### src/rtl/assert_macros.svh
// ----------------------------------------------------------------------------
// assert_macros.svh
// Assertion shorthands shared by the chord generator RTL.
// ----------------------------------------------------------------------------
`ifndef ASSERT_MACROS_SVH
`define ASSERT_MACROS_SVH

// Checked on every clock edge outside of reset
`define CHQB_ASSERT(lbl, prop, msg) \
  lbl: assert property (@(posedge clk) disable iff (rst) prop) else $error(msg);

// Checked on every clock edge, reset included
`define CHQB_ASSERT_ALWAYS(lbl, prop, msg) \
  lbl: assert property (@(posedge clk) prop) else $error(msg);

`endif

### src/rtl/chqb_pkg.sv
// ----------------------------------------------------------------------------
// chqb_pkg
// Shared types, codes and the truncating midpoint used by the chord generator.
// ----------------------------------------------------------------------------
package chqb_pkg;

  // Widest coordinate the midpoint helper handles (port widths stay below it)
  localparam int CW_MAX = 32;

  // Points taken so far in the current polyline
  localparam logic [1:0] PS_NONE = 2'd0;
  localparam logic [1:0] PS_ONE  = 2'd1;
  localparam logic [1:0] PS_MORE = 2'd2;

  // Per-segment control carried from the front end to the chord output
  typedef struct packed {
    logic line;  // straight chord, not subdivided
    logic last;  // rightmost chord of this input point
    logic done;  // rightmost chord of the polyline
  } seg_flags_t;

  localparam int FLAG_BITS = $bits(seg_flags_t);

  // (a + b) / 2 rounded toward zero
  function automatic logic signed [CW_MAX-1:0] half_sum(
    input logic signed [CW_MAX-1:0] a,
    input logic signed [CW_MAX-1:0] b
  );
    logic signed [CW_MAX:0] s;
    s = {a[CW_MAX-1], a} + {b[CW_MAX-1], b};
    s = s + {{CW_MAX{1'b0}}, s[CW_MAX]};
    return s[CW_MAX:1];
  endfunction

endpackage

### src/rtl/chqb_queue.sv
// ----------------------------------------------------------------------------
// chqb_queue
// Small register FIFO; decouples the front end from the subdivider and
// buffers finished chords toward the result port.
// ----------------------------------------------------------------------------
`include "assert_macros.svh"

module chqb_queue #(
  parameter int WIDTH = 8,
  parameter int DEPTH = 2
) (
  input  logic             clk,
  input  logic             rst,
  input  logic             push,
  input  logic [WIDTH-1:0] din,
  output logic             full,
  input  logic             pop,
  output logic [WIDTH-1:0] dout,
  output logic             empty
);

  localparam int AW = (DEPTH > 1) ? $clog2(DEPTH) : 1;
  localparam int CW = $clog2(DEPTH + 1);

  logic [WIDTH-1:0] mem [DEPTH];
  logic [AW-1:0]    wr_ptr;
  logic [AW-1:0]    rd_ptr;
  logic [CW-1:0]    cnt;
  logic             do_push;
  logic             do_pop;

  assign full    = (cnt == CW'(DEPTH));
  assign empty   = (cnt == '0);
  assign do_push = push && !full;
  assign do_pop  = pop && !empty;
  assign dout    = mem[rd_ptr];

  // storage, no reset needed
  always_ff @(posedge clk) begin
    if (do_push) begin
      mem[wr_ptr] <= din;
    end
  end

  // pointers and fill count
  always_ff @(posedge clk) begin
    if (rst) begin
      wr_ptr <= '0;
      rd_ptr <= '0;
      cnt    <= '0;
    end else begin
      if (do_push) begin
        wr_ptr <= (wr_ptr == AW'(DEPTH - 1)) ? '0 : wr_ptr + 1'b1;
      end
      if (do_pop) begin
        rd_ptr <= (rd_ptr == AW'(DEPTH - 1)) ? '0 : rd_ptr + 1'b1;
      end
      if (do_push && !do_pop) begin
        cnt <= cnt + 1'b1;
      end else if (do_pop && !do_push) begin
        cnt <= cnt - 1'b1;
      end
    end
  end

  `CHQB_ASSERT(a_cnt_bound, (cnt <= CW'(DEPTH)), "queue count overran its depth")
  `CHQB_ASSERT(a_no_overflow, (push |-> !full), "push while queue full")

endmodule

### src/rtl/chqb_front.sv
// ----------------------------------------------------------------------------
// chqb_front
// Point intake: tracks previous point, anchor and point count, and turns
// each point into zero or one segment descriptor.
// ----------------------------------------------------------------------------
`include "assert_macros.svh"

module chqb_front #(
  parameter int W = 16
) (
  input  logic                       clk,
  input  logic                       rst,
  input  logic                       push,
  input  logic signed [W-1:0]        pos_x,
  input  logic signed [W-1:0]        pos_y,
  input  logic                       final_point,
  output logic                       full,
  output logic                       seg_push,
  output logic [2:0][1:0][W-1:0]     seg_pts,
  output chqb_pkg::seg_flags_t       seg_flags,
  input  logic                       seg_full
);
  import chqb_pkg::*;

  logic signed [W-1:0] prev_x;
  logic signed [W-1:0] prev_y;
  logic signed [W-1:0] anchor_x;
  logic signed [W-1:0] anchor_y;
  logic [1:0]          points_seen;
  logic [1:0]          points_seen_next;
  logic                accept;
  logic signed [W-1:0] end_x;
  logic signed [W-1:0] end_y;

  function automatic logic signed [W-1:0] hs(
    input logic signed [W-1:0] a,
    input logic signed [W-1:0] b
  );
    logic signed [CW_MAX-1:0] r;
    r = half_sum({{(CW_MAX - W){a[W-1]}}, a}, {{(CW_MAX - W){b[W-1]}}, b});
    return r[W-1:0];
  endfunction

  // a beat is taken only when the segment queue has room
  assign full   = seg_full;
  assign accept = push && !seg_full;

  // end of the segment: final point, or midpoint of the next edge
  assign end_x = final_point ? pos_x : hs(prev_x, pos_x);
  assign end_y = final_point ? pos_y : hs(prev_y, pos_y);

  // segment descriptor
  always_comb begin
    seg_pts[0][0]  = anchor_x;
    seg_pts[0][1]  = anchor_y;
    seg_pts[1][0]  = prev_x;
    seg_pts[1][1]  = prev_y;
    seg_pts[2][0]  = end_x;
    seg_pts[2][1]  = end_y;
    seg_flags.line = 1'b0;
    seg_flags.last = 1'b1;
    seg_flags.done = final_point;
    seg_push       = 1'b0;
    unique case (points_seen)
      PS_NONE: begin
        seg_push = 1'b0;
      end
      PS_ONE: begin
        seg_flags.line = 1'b1;
        seg_pts[2][0]  = pos_x;
        seg_pts[2][1]  = pos_y;
        seg_push       = accept && final_point;
      end
      PS_MORE: begin
        seg_push = accept;
      end
      default: begin
        seg_push = 1'b0;
      end
    endcase
  end

  // point count, saturating, cleared by a final point
  always_comb begin
    if (final_point) begin
      points_seen_next = PS_NONE;
    end else if (points_seen == PS_NONE) begin
      points_seen_next = PS_ONE;
    end else begin
      points_seen_next = PS_MORE;
    end
  end

  // polyline state
  always_ff @(posedge clk) begin
    if (rst) begin
      prev_x      <= '0;
      prev_y      <= '0;
      anchor_x    <= '0;
      anchor_y    <= '0;
      points_seen <= PS_NONE;
    end else if (accept) begin
      prev_x      <= pos_x;
      prev_y      <= pos_y;
      points_seen <= points_seen_next;
      if (points_seen == PS_NONE) begin
        anchor_x <= pos_x;
        anchor_y <= pos_y;
      end else if (points_seen == PS_MORE) begin
        anchor_x <= end_x;
        anchor_y <= end_y;
      end
    end
  end

  `CHQB_ASSERT(a_ps_range, (points_seen != 2'd3), "point count left its range")
  `CHQB_ASSERT(a_final_clears,
    ((accept && final_point) |=> (points_seen == PS_NONE)),
    "final point did not restart the polyline")

endmodule

### src/rtl/chqb_split.sv
// ----------------------------------------------------------------------------
// chqb_split
// One subdivision level: holds a quadratic segment and hands out its left
// half, then its right half. Straight chords pass in a single beat.
// ----------------------------------------------------------------------------
`include "assert_macros.svh"

module chqb_split #(
  parameter int W = 16
) (
  input  logic                   clk,
  input  logic                   rst,
  input  logic                   in_valid,
  output logic                   in_ready,
  input  logic [2:0][1:0][W-1:0] in_pts,
  input  chqb_pkg::seg_flags_t   in_flags,
  output logic                   out_valid,
  input  logic                   out_ready,
  output logic [2:0][1:0][W-1:0] out_pts,
  output chqb_pkg::seg_flags_t   out_flags
);
  import chqb_pkg::*;

  logic                   valid;
  logic                   phase;
  logic [2:0][1:0][W-1:0] pts;
  seg_flags_t             flags;
  logic [1:0][W-1:0]      pa;
  logic [1:0][W-1:0]      pb;
  logic [1:0][W-1:0]      pm;
  logic                   final_beat;

  function automatic logic signed [W-1:0] hs(
    input logic signed [W-1:0] a,
    input logic signed [W-1:0] b
  );
    logic signed [CW_MAX-1:0] r;
    r = half_sum({{(CW_MAX - W){a[W-1]}}, a}, {{(CW_MAX - W){b[W-1]}}, b});
    return r[W-1:0];
  endfunction

  // midpoints per axis: start/control, control/end, then between those
  always_comb begin
    for (int k = 0; k < 2; k++) begin
      pa[k] = hs(pts[0][k], pts[1][k]);
      pb[k] = hs(pts[1][k], pts[2][k]);
      pm[k] = hs(pa[k], pb[k]);
    end
  end

  // output beat: whole chord, left half or right half
  always_comb begin
    out_valid = valid;
    out_pts   = pts;
    out_flags = flags;
    if (!flags.line) begin
      if (!phase) begin
        out_pts[1]     = pa;
        out_pts[2]     = pm;
        out_flags.last = 1'b0;
        out_flags.done = 1'b0;
      end else begin
        out_pts[0] = pm;
        out_pts[1] = pb;
      end
    end
  end

  assign final_beat = flags.line || phase;
  assign in_ready   = !valid || (out_ready && final_beat);

  // holding register and half select
  always_ff @(posedge clk) begin
    if (rst) begin
      valid <= 1'b0;
      phase <= 1'b0;
    end else begin
      if (valid && out_ready) begin
        if (final_beat) begin
          valid <= 1'b0;
          phase <= 1'b0;
        end else begin
          phase <= 1'b1;
        end
      end
      if (in_valid && in_ready) begin
        valid <= 1'b1;
        phase <= 1'b0;
      end
    end
  end

  always_ff @(posedge clk) begin
    if (in_valid && in_ready) begin
      pts   <= in_pts;
      flags <= in_flags;
    end
  end

  `CHQB_ASSERT(a_phase_curve, (phase |-> (valid && !flags.line)),
    "right half pending on an empty or straight stage")
  `CHQB_ASSERT(a_left_then_right,
    ((valid && out_ready && !final_beat) |=> (valid && phase)),
    "left half sent but right half lost")

endmodule

### src/rtl/chqb_back.sv
// ----------------------------------------------------------------------------
// chqb_back
// Chord engine: a chain of subdivision levels feeding a small result queue.
// ----------------------------------------------------------------------------
module chqb_back #(
  parameter int W = 16,
  parameter int D = 3
) (
  input  logic                   clk,
  input  logic                   rst,
  input  logic                   seg_valid,
  output logic                   seg_ready,
  input  logic [2:0][1:0][W-1:0] seg_pts,
  input  chqb_pkg::seg_flags_t   seg_flags,
  output logic                   empty,
  input  logic                   pop,
  output logic [W-1:0]           start_x,
  output logic [W-1:0]           start_y,
  output logic [W-1:0]           end_x,
  output logic [W-1:0]           end_y,
  output logic                   last_chord,
  output logic                   curve_done
);
  import chqb_pkg::*;

  localparam int OW = 4 * W + 2;

  logic [D:0]             c_valid;
  logic [D:0]             c_ready;
  logic [2:0][1:0][W-1:0] c_pts   [D+1];
  seg_flags_t             c_flags [D+1];
  logic                   oq_full;
  logic [OW-1:0]          oq_din;
  logic [OW-1:0]          oq_dout;

  assign c_valid[0] = seg_valid;
  assign c_pts[0]   = seg_pts;
  assign c_flags[0] = seg_flags;
  assign seg_ready  = c_ready[0];

  // one stage per subdivision level
  for (genvar g = 0; g < D; g++) begin : g_lvl
    chqb_split #(.W(W)) u_split (
      .clk       (clk),
      .rst       (rst),
      .in_valid  (c_valid[g]),
      .in_ready  (c_ready[g]),
      .in_pts    (c_pts[g]),
      .in_flags  (c_flags[g]),
      .out_valid (c_valid[g+1]),
      .out_ready (c_ready[g+1]),
      .out_pts   (c_pts[g+1]),
      .out_flags (c_flags[g+1])
    );
  end

  // leaf chords into the result queue
  assign c_ready[D] = !oq_full;
  assign oq_din = {c_pts[D][0][0], c_pts[D][0][1], c_pts[D][2][0], c_pts[D][2][1],
                   c_flags[D].last, c_flags[D].done};

  chqb_queue #(.WIDTH(OW), .DEPTH(2)) u_oq (
    .clk   (clk),
    .rst   (rst),
    .push  (c_valid[D] && c_ready[D]),
    .din   (oq_din),
    .full  (oq_full),
    .pop   (pop),
    .dout  (oq_dout),
    .empty (empty)
  );

  assign start_x    = oq_dout[4*W+1:3*W+2];
  assign start_y    = oq_dout[3*W+1:2*W+2];
  assign end_x      = oq_dout[2*W+1:W+2];
  assign end_y      = oq_dout[W+1:2];
  assign last_chord = oq_dout[1];
  assign curve_done = oq_dout[0];

endmodule

### src/rtl/chorded_quadratic_bspline.sv
// ----------------------------------------------------------------------------
// chorded_quadratic_bspline
// Polyline points in, quadratic B-spline chords out, by midpoint subdivision.
//
//   channel  | handshake      | beat
//   ---------+----------------+------------------------------------------
//   point    | push / full    | pos_x, pos_y, final_point
//   chord    | pop / empty    | start_x, start_y, end_x, end_y,
//            |                | last_chord, curve_done
//
// An interior vertex yields 2**SUBDIVISION_DEPTH chords at one per cycle
// while the result queue has room; the last subdivision stage, which hands
// out one half per cycle, sets that rate. The first chord of a point passes
// the segment queue, every subdivision stage and the result queue, all
// registered, before it appears.
// Reset clears the polyline state and all queues.
// full rises only when the two-entry segment queue is full; pop may stall
// freely, the chain and queues hold their contents.
// ----------------------------------------------------------------------------
`include "assert_macros.svh"

module chorded_quadratic_bspline #(
  parameter int COORD_BITS        = 16,
  parameter int SUBDIVISION_DEPTH = 3
) (
  input  logic                         clk,
  input  logic                         rst,
  input  logic                         push,
  output logic                         full,
  input  logic signed [COORD_BITS-1:0] pos_x,
  input  logic signed [COORD_BITS-1:0] pos_y,
  input  logic                         final_point,
  output logic                         empty,
  input  logic                         pop,
  output logic signed [COORD_BITS-1:0] start_x,
  output logic signed [COORD_BITS-1:0] start_y,
  output logic signed [COORD_BITS-1:0] end_x,
  output logic signed [COORD_BITS-1:0] end_y,
  output logic                         last_chord,
  output logic                         curve_done
);
  import chqb_pkg::*;

  localparam int W  = COORD_BITS;
  localparam int SW = 6 * W + FLAG_BITS;

  logic                   seg_push;
  logic                   seg_full;
  logic [2:0][1:0][W-1:0] f_pts;
  seg_flags_t             f_flags;
  logic                   sq_empty;
  logic [SW-1:0]          sq_dout;
  logic                   b_ready;
  logic [2:0][1:0][W-1:0] b_pts;
  seg_flags_t             b_flags;

  // intake and classification
  chqb_front #(.W(W)) u_front (
    .clk         (clk),
    .rst         (rst),
    .push        (push),
    .pos_x       (pos_x),
    .pos_y       (pos_y),
    .final_point (final_point),
    .full        (full),
    .seg_push    (seg_push),
    .seg_pts     (f_pts),
    .seg_flags   (f_flags),
    .seg_full    (seg_full)
  );

  // segment queue between front and chord engine
  chqb_queue #(.WIDTH(SW), .DEPTH(2)) u_sq (
    .clk   (clk),
    .rst   (rst),
    .push  (seg_push),
    .din   ({f_pts, f_flags}),
    .full  (seg_full),
    .pop   (b_ready),
    .dout  (sq_dout),
    .empty (sq_empty)
  );

  assign b_pts   = sq_dout[SW-1:FLAG_BITS];
  assign b_flags = sq_dout[FLAG_BITS-1:0];

  // subdivision and result buffering
  chqb_back #(.W(W), .D(SUBDIVISION_DEPTH)) u_back (
    .clk        (clk),
    .rst        (rst),
    .seg_valid  (!sq_empty),
    .seg_ready  (b_ready),
    .seg_pts    (b_pts),
    .seg_flags  (b_flags),
    .empty      (empty),
    .pop        (pop),
    .start_x    (start_x),
    .start_y    (start_y),
    .end_x      (end_x),
    .end_y      (end_y),
    .last_chord (last_chord),
    .curve_done (curve_done)
  );

  `CHQB_ASSERT_ALWAYS(a_empty_after_rst, ($past(rst) |-> empty),
    "result queue not empty after reset")
  `CHQB_ASSERT(a_done_is_last, ((!empty && curve_done) |-> last_chord),
    "polyline end flagged on a chord that is not last for its point")
  `CHQB_ASSERT(a_seg_in_no_push, ((seg_push) |-> (push && !full)),
    "segment queued without an accepted point")

endmodule
### config.mk
export PLATFORM = sky130hd
export DESIGN_NAME = chorded_quadratic_bspline
export DESIGN_NICKNAME = d
export VERILOG_FILES = /design/src/rtl/chqb_pkg.sv /design/src/rtl/chqb_queue.sv /design/src/rtl/chqb_front.sv /design/src/rtl/chqb_split.sv /design/src/rtl/chqb_back.sv /design/src/rtl/chorded_quadratic_bspline.sv
export VERILOG_INCLUDE_DIRS = /design/src /design/src/rtl
export SDC_FILE = /design/constraint.sdc
export NUM_CORES = 2
export LEC_CHECK = 0
export BUFFER_PORTS_ARGS = -buffer_cell sky130_fd_sc_hd__buf_2
export CAP_MARGIN = 20
export CORE_UTILIZATION = 45
export DETAILED_ROUTE_END_ITERATION = 8
export PLACE_DENSITY = 0.65
export RECOVER_POWER = 25
export SKIP_LAST_GASP = 1
export SYNTH_ARGS = -nofsm -noshare
export SYNTH_HDL_FRONTEND = slang
export SYNTH_SLANG_ARGS = --single-unit
### constraint.sdc
create_clock -name clk -period 8.8 [get_ports clk]
set_clock_uncertainty 0.05 [all_clocks]
set_input_delay 1.76 -clock clk [delete_from_list [all_inputs] [get_ports clk]]
set_output_delay 1.76 -clock clk [all_outputs]
set_load 0.01 [all_outputs]
==> results.toml <==
[run_status]
status = "finished with violations"
failed_checks = "capacitance limit, slew limit"

[timing]
hold_viol = 0
rsz0062_at_grt = "false"
setup_viol = 0
max_slew_margin_pct = -164
period_minus_slack_ns = 7.94
worstMarginPinSlew_ns = 3.96
setup_tns_ns = 0
drv_slew = 466
fmax_mhz = 126
post-route-period-util_pct = 90.2

[yosys]
synth_ff_type = "edfxtp_1"
synth_edf_count = 624
syn_inst = 5048
synthTopCellsByArea = "edfxtp_1 38%, ha_1 8.3%, xnor2_1 5.8%"
yosysWarnings = 0
syn_nets = 5435
synth_top_area_share_pct = 37.9
yosysSeqAreaShare_pct = 41.1
yosysTopAreaCell = "edfxtp_1"
ys_ff_latch = 705
synth_async_sr_flop_share_pct = 0
synth_area_per_cell_sq_um = 9.80
yosysMostFrequentCell = "nand2_1"
synth_area_sq_um = 49500
synth_commonest_cells = "639 x nand2_1, 624 x edfxtp_1, 444 x o21ai_0"
synth_cell_types = 122

[route]
antenna_left = 0
vias = 37000
via_per_inst = 5.63
routed.top_layer = "met4"
routed_wl_microns = 118000
wl_met3_microns = 5070
dr.first_iter.drc_count = 2438
dr_wl_met2_microns = 52500
dr.pass1.iters = 5
met1_length_microns = 57900
wl_per_cell_microns = 18.0
drc = 0

[grt]
grt_max_degree = 68
grt_pass1_wl_microns = 187000
overflow = 0
grt_pass1_vias = 35300
antenna_found_initial = 0
grt_use_total_pct = 20.8

[final_layout]
drive_gt1_share_pct = 10.2
final_nets = 5484
diodes = 0
syn_to_final_growth_pct = 9.33

[critical_path]
criticalPathCategory = "reg -> reg"
start_kind = "flop"
required_ns = 9.10
arrival_ns = 8.24
r2r_start = "u_back.g_lvl[0].u_split.pts[48]$_DFFE_PP_"
cp-startpoint = "u_back.g_lvl[0].u_split.pts[48]$_DFFE_PP_"
critPathCaptureType = "flop"
critPathMaxFanout = 7
critPathMostFrequentCell = "ha_1"
slowest_stage = "a21boi_0"
critPathMaxStageDelay_ns = 0.53

[clocking]
cts.sinks = 705
cts_tree = "done"
clock_path_buffers = 3
cts_buffers = 76
htreeDepth = 3
worstSkewPairLatency_ns = 0.67
clockRootBuffer = "clkbuf_16"
clk_pin_slew_ns = 0.06
holdBufCountCts = 0

[die]
die_h_microns = 334
rows = 121
core_area_sq_um = 109000
start_util_pct = 45.4
die_w_microns = 334
io_pins = 105
dieArea_sq_um = 111000

[flow_run]
cap_violations = 8

[placed_design]
dp_hpwl_microns = 91200
port_buffers = 104
gp_congestion = 0.913

[worst_hold_path]
hold_class = "reg -> reg"
holdCritStartpoint = "u_front.anchor_y[8]$_SDFFE_PP0P_"
-- timing repair --
| action | in CTS | in global routing |
|---|---|---|
| hold endpoints to repair | 0 | 0 |
| setup endpoints to repair | 0 | 2 |
| buffers inserted | 0 | 0 |
| resized for setup | 0 | 1 |
-- kinds of logic (layout without fill, tap and decap cells) --
logic type,after synthesis,count (layout),share of synthesized area [%]
adders and majority gates,358,358,9.32
xor gates and xnor gates,525,525,9.55
muxes,229,229,5.10
and+or+nand+nor,1601,1601,15.5
DFF,705,705,41.1
AOI/OAI and AO/OA,1264,1264,16.4
buffers and inverters,366,478,2.94
-- final timing paths --
kind	endpoint	slack, ns	cells past startpoint
worst max-delay path	u_back.g_lvl[1].u_split.pts[95]$_DFFE_PP_	0.86	36
worst min-delay path	u_sq.mem[1][26]$_DFFE_PP_	0.41	0
worst max register to register	u_back.g_lvl[1].u_split.pts[95]$_DFFE_PP_	0.86	36
worst min register to register	u_sq.mem[1][26]$_DFFE_PP_	0.41	0
-- critical path, delay by kind of cell, from the launching register on --
| family | cells | cell delay (ns) |
|---|---|---|
| simple gates | 14 | 2.11 |
| buf+inv | 2 | 0.24 |
| mux | 1 | 0.27 |
| fa+ha+maj | 5 | 1.40 |
| flops | 1 | 0.39 |
| xor+xnor | 2 | 0.38 |
| compound gates | 12 | 2.77 |
-- placed cells by master (no fill, tap or decap), drive strengths merged, types with 48 or more instances in the layout --
cell	instances
a211oi	56
a21o	100
a21oi	266
and2	54
and3	55
buf	128
clkbuf	99
dfxtp	81
edfxtp	624
ha	330
inv	208
mux2	183
nand2	640
nand3	100
nand4	56
nor2	327
nor2b	48
nor3	94
o21a	48
o21ai	471
xnor2	327
xor2	191
-- sequential cells by signal, indices dropped and copies added (netlist names), 5 cells and up, named ones only --
name / flops
u_front.prev_y: 16
u_front.anchor_x: 16
u_back.u_oq.mem: 132
u_sq.mem: 196
u_front.anchor_y: 16
u_back.g_lvl.u_split.pts: 288
u_front.prev_x: 16
u_back.g_lvl.u_split.flags: 5
-- routing by layer --
metal  GRT usage (%)  vias to the layer above
li1                -                    18600
met1            29.8                    17400
met2            33.3                      791
met3            2.10                      164
met4            5.27                        0
met5               0                        -
-- area by class of cell --
type	instances	area [sq um]
sequential	705	20400
tap	1414	1770
clock buffer	90	2020
timing repair buffer	137	812
fill	9939	54900
inverter	200	753
clock inverter	51	651
multi-input combinational	3977	27700
-- per-stage QoR --
stage | util, % | area (sq um) | setup WS [ns] | instances | hold WS, ns
after floorplan | - | 49500 | 1.81 | 5048 | 0.370
after global placement | 47.1 | 51300 | 1.17 | 6428 | 0.385
after detailed placement | 47.1 | 51300 | 0.967 | 6428 | 0.391
after CTS | 49.6 | 54000 | 0.898 | 6569 | 0.405
after global routing | 49.6 | 54100 | 0.0323 | 6574 | 0.422
final | 49.6 | 54100 | 0.864 | 6574 | 0.410
Power is left out: the tool's default activity adds up to more than one toggle a clock period on the data nets, which glitch-free logic cannot reach.
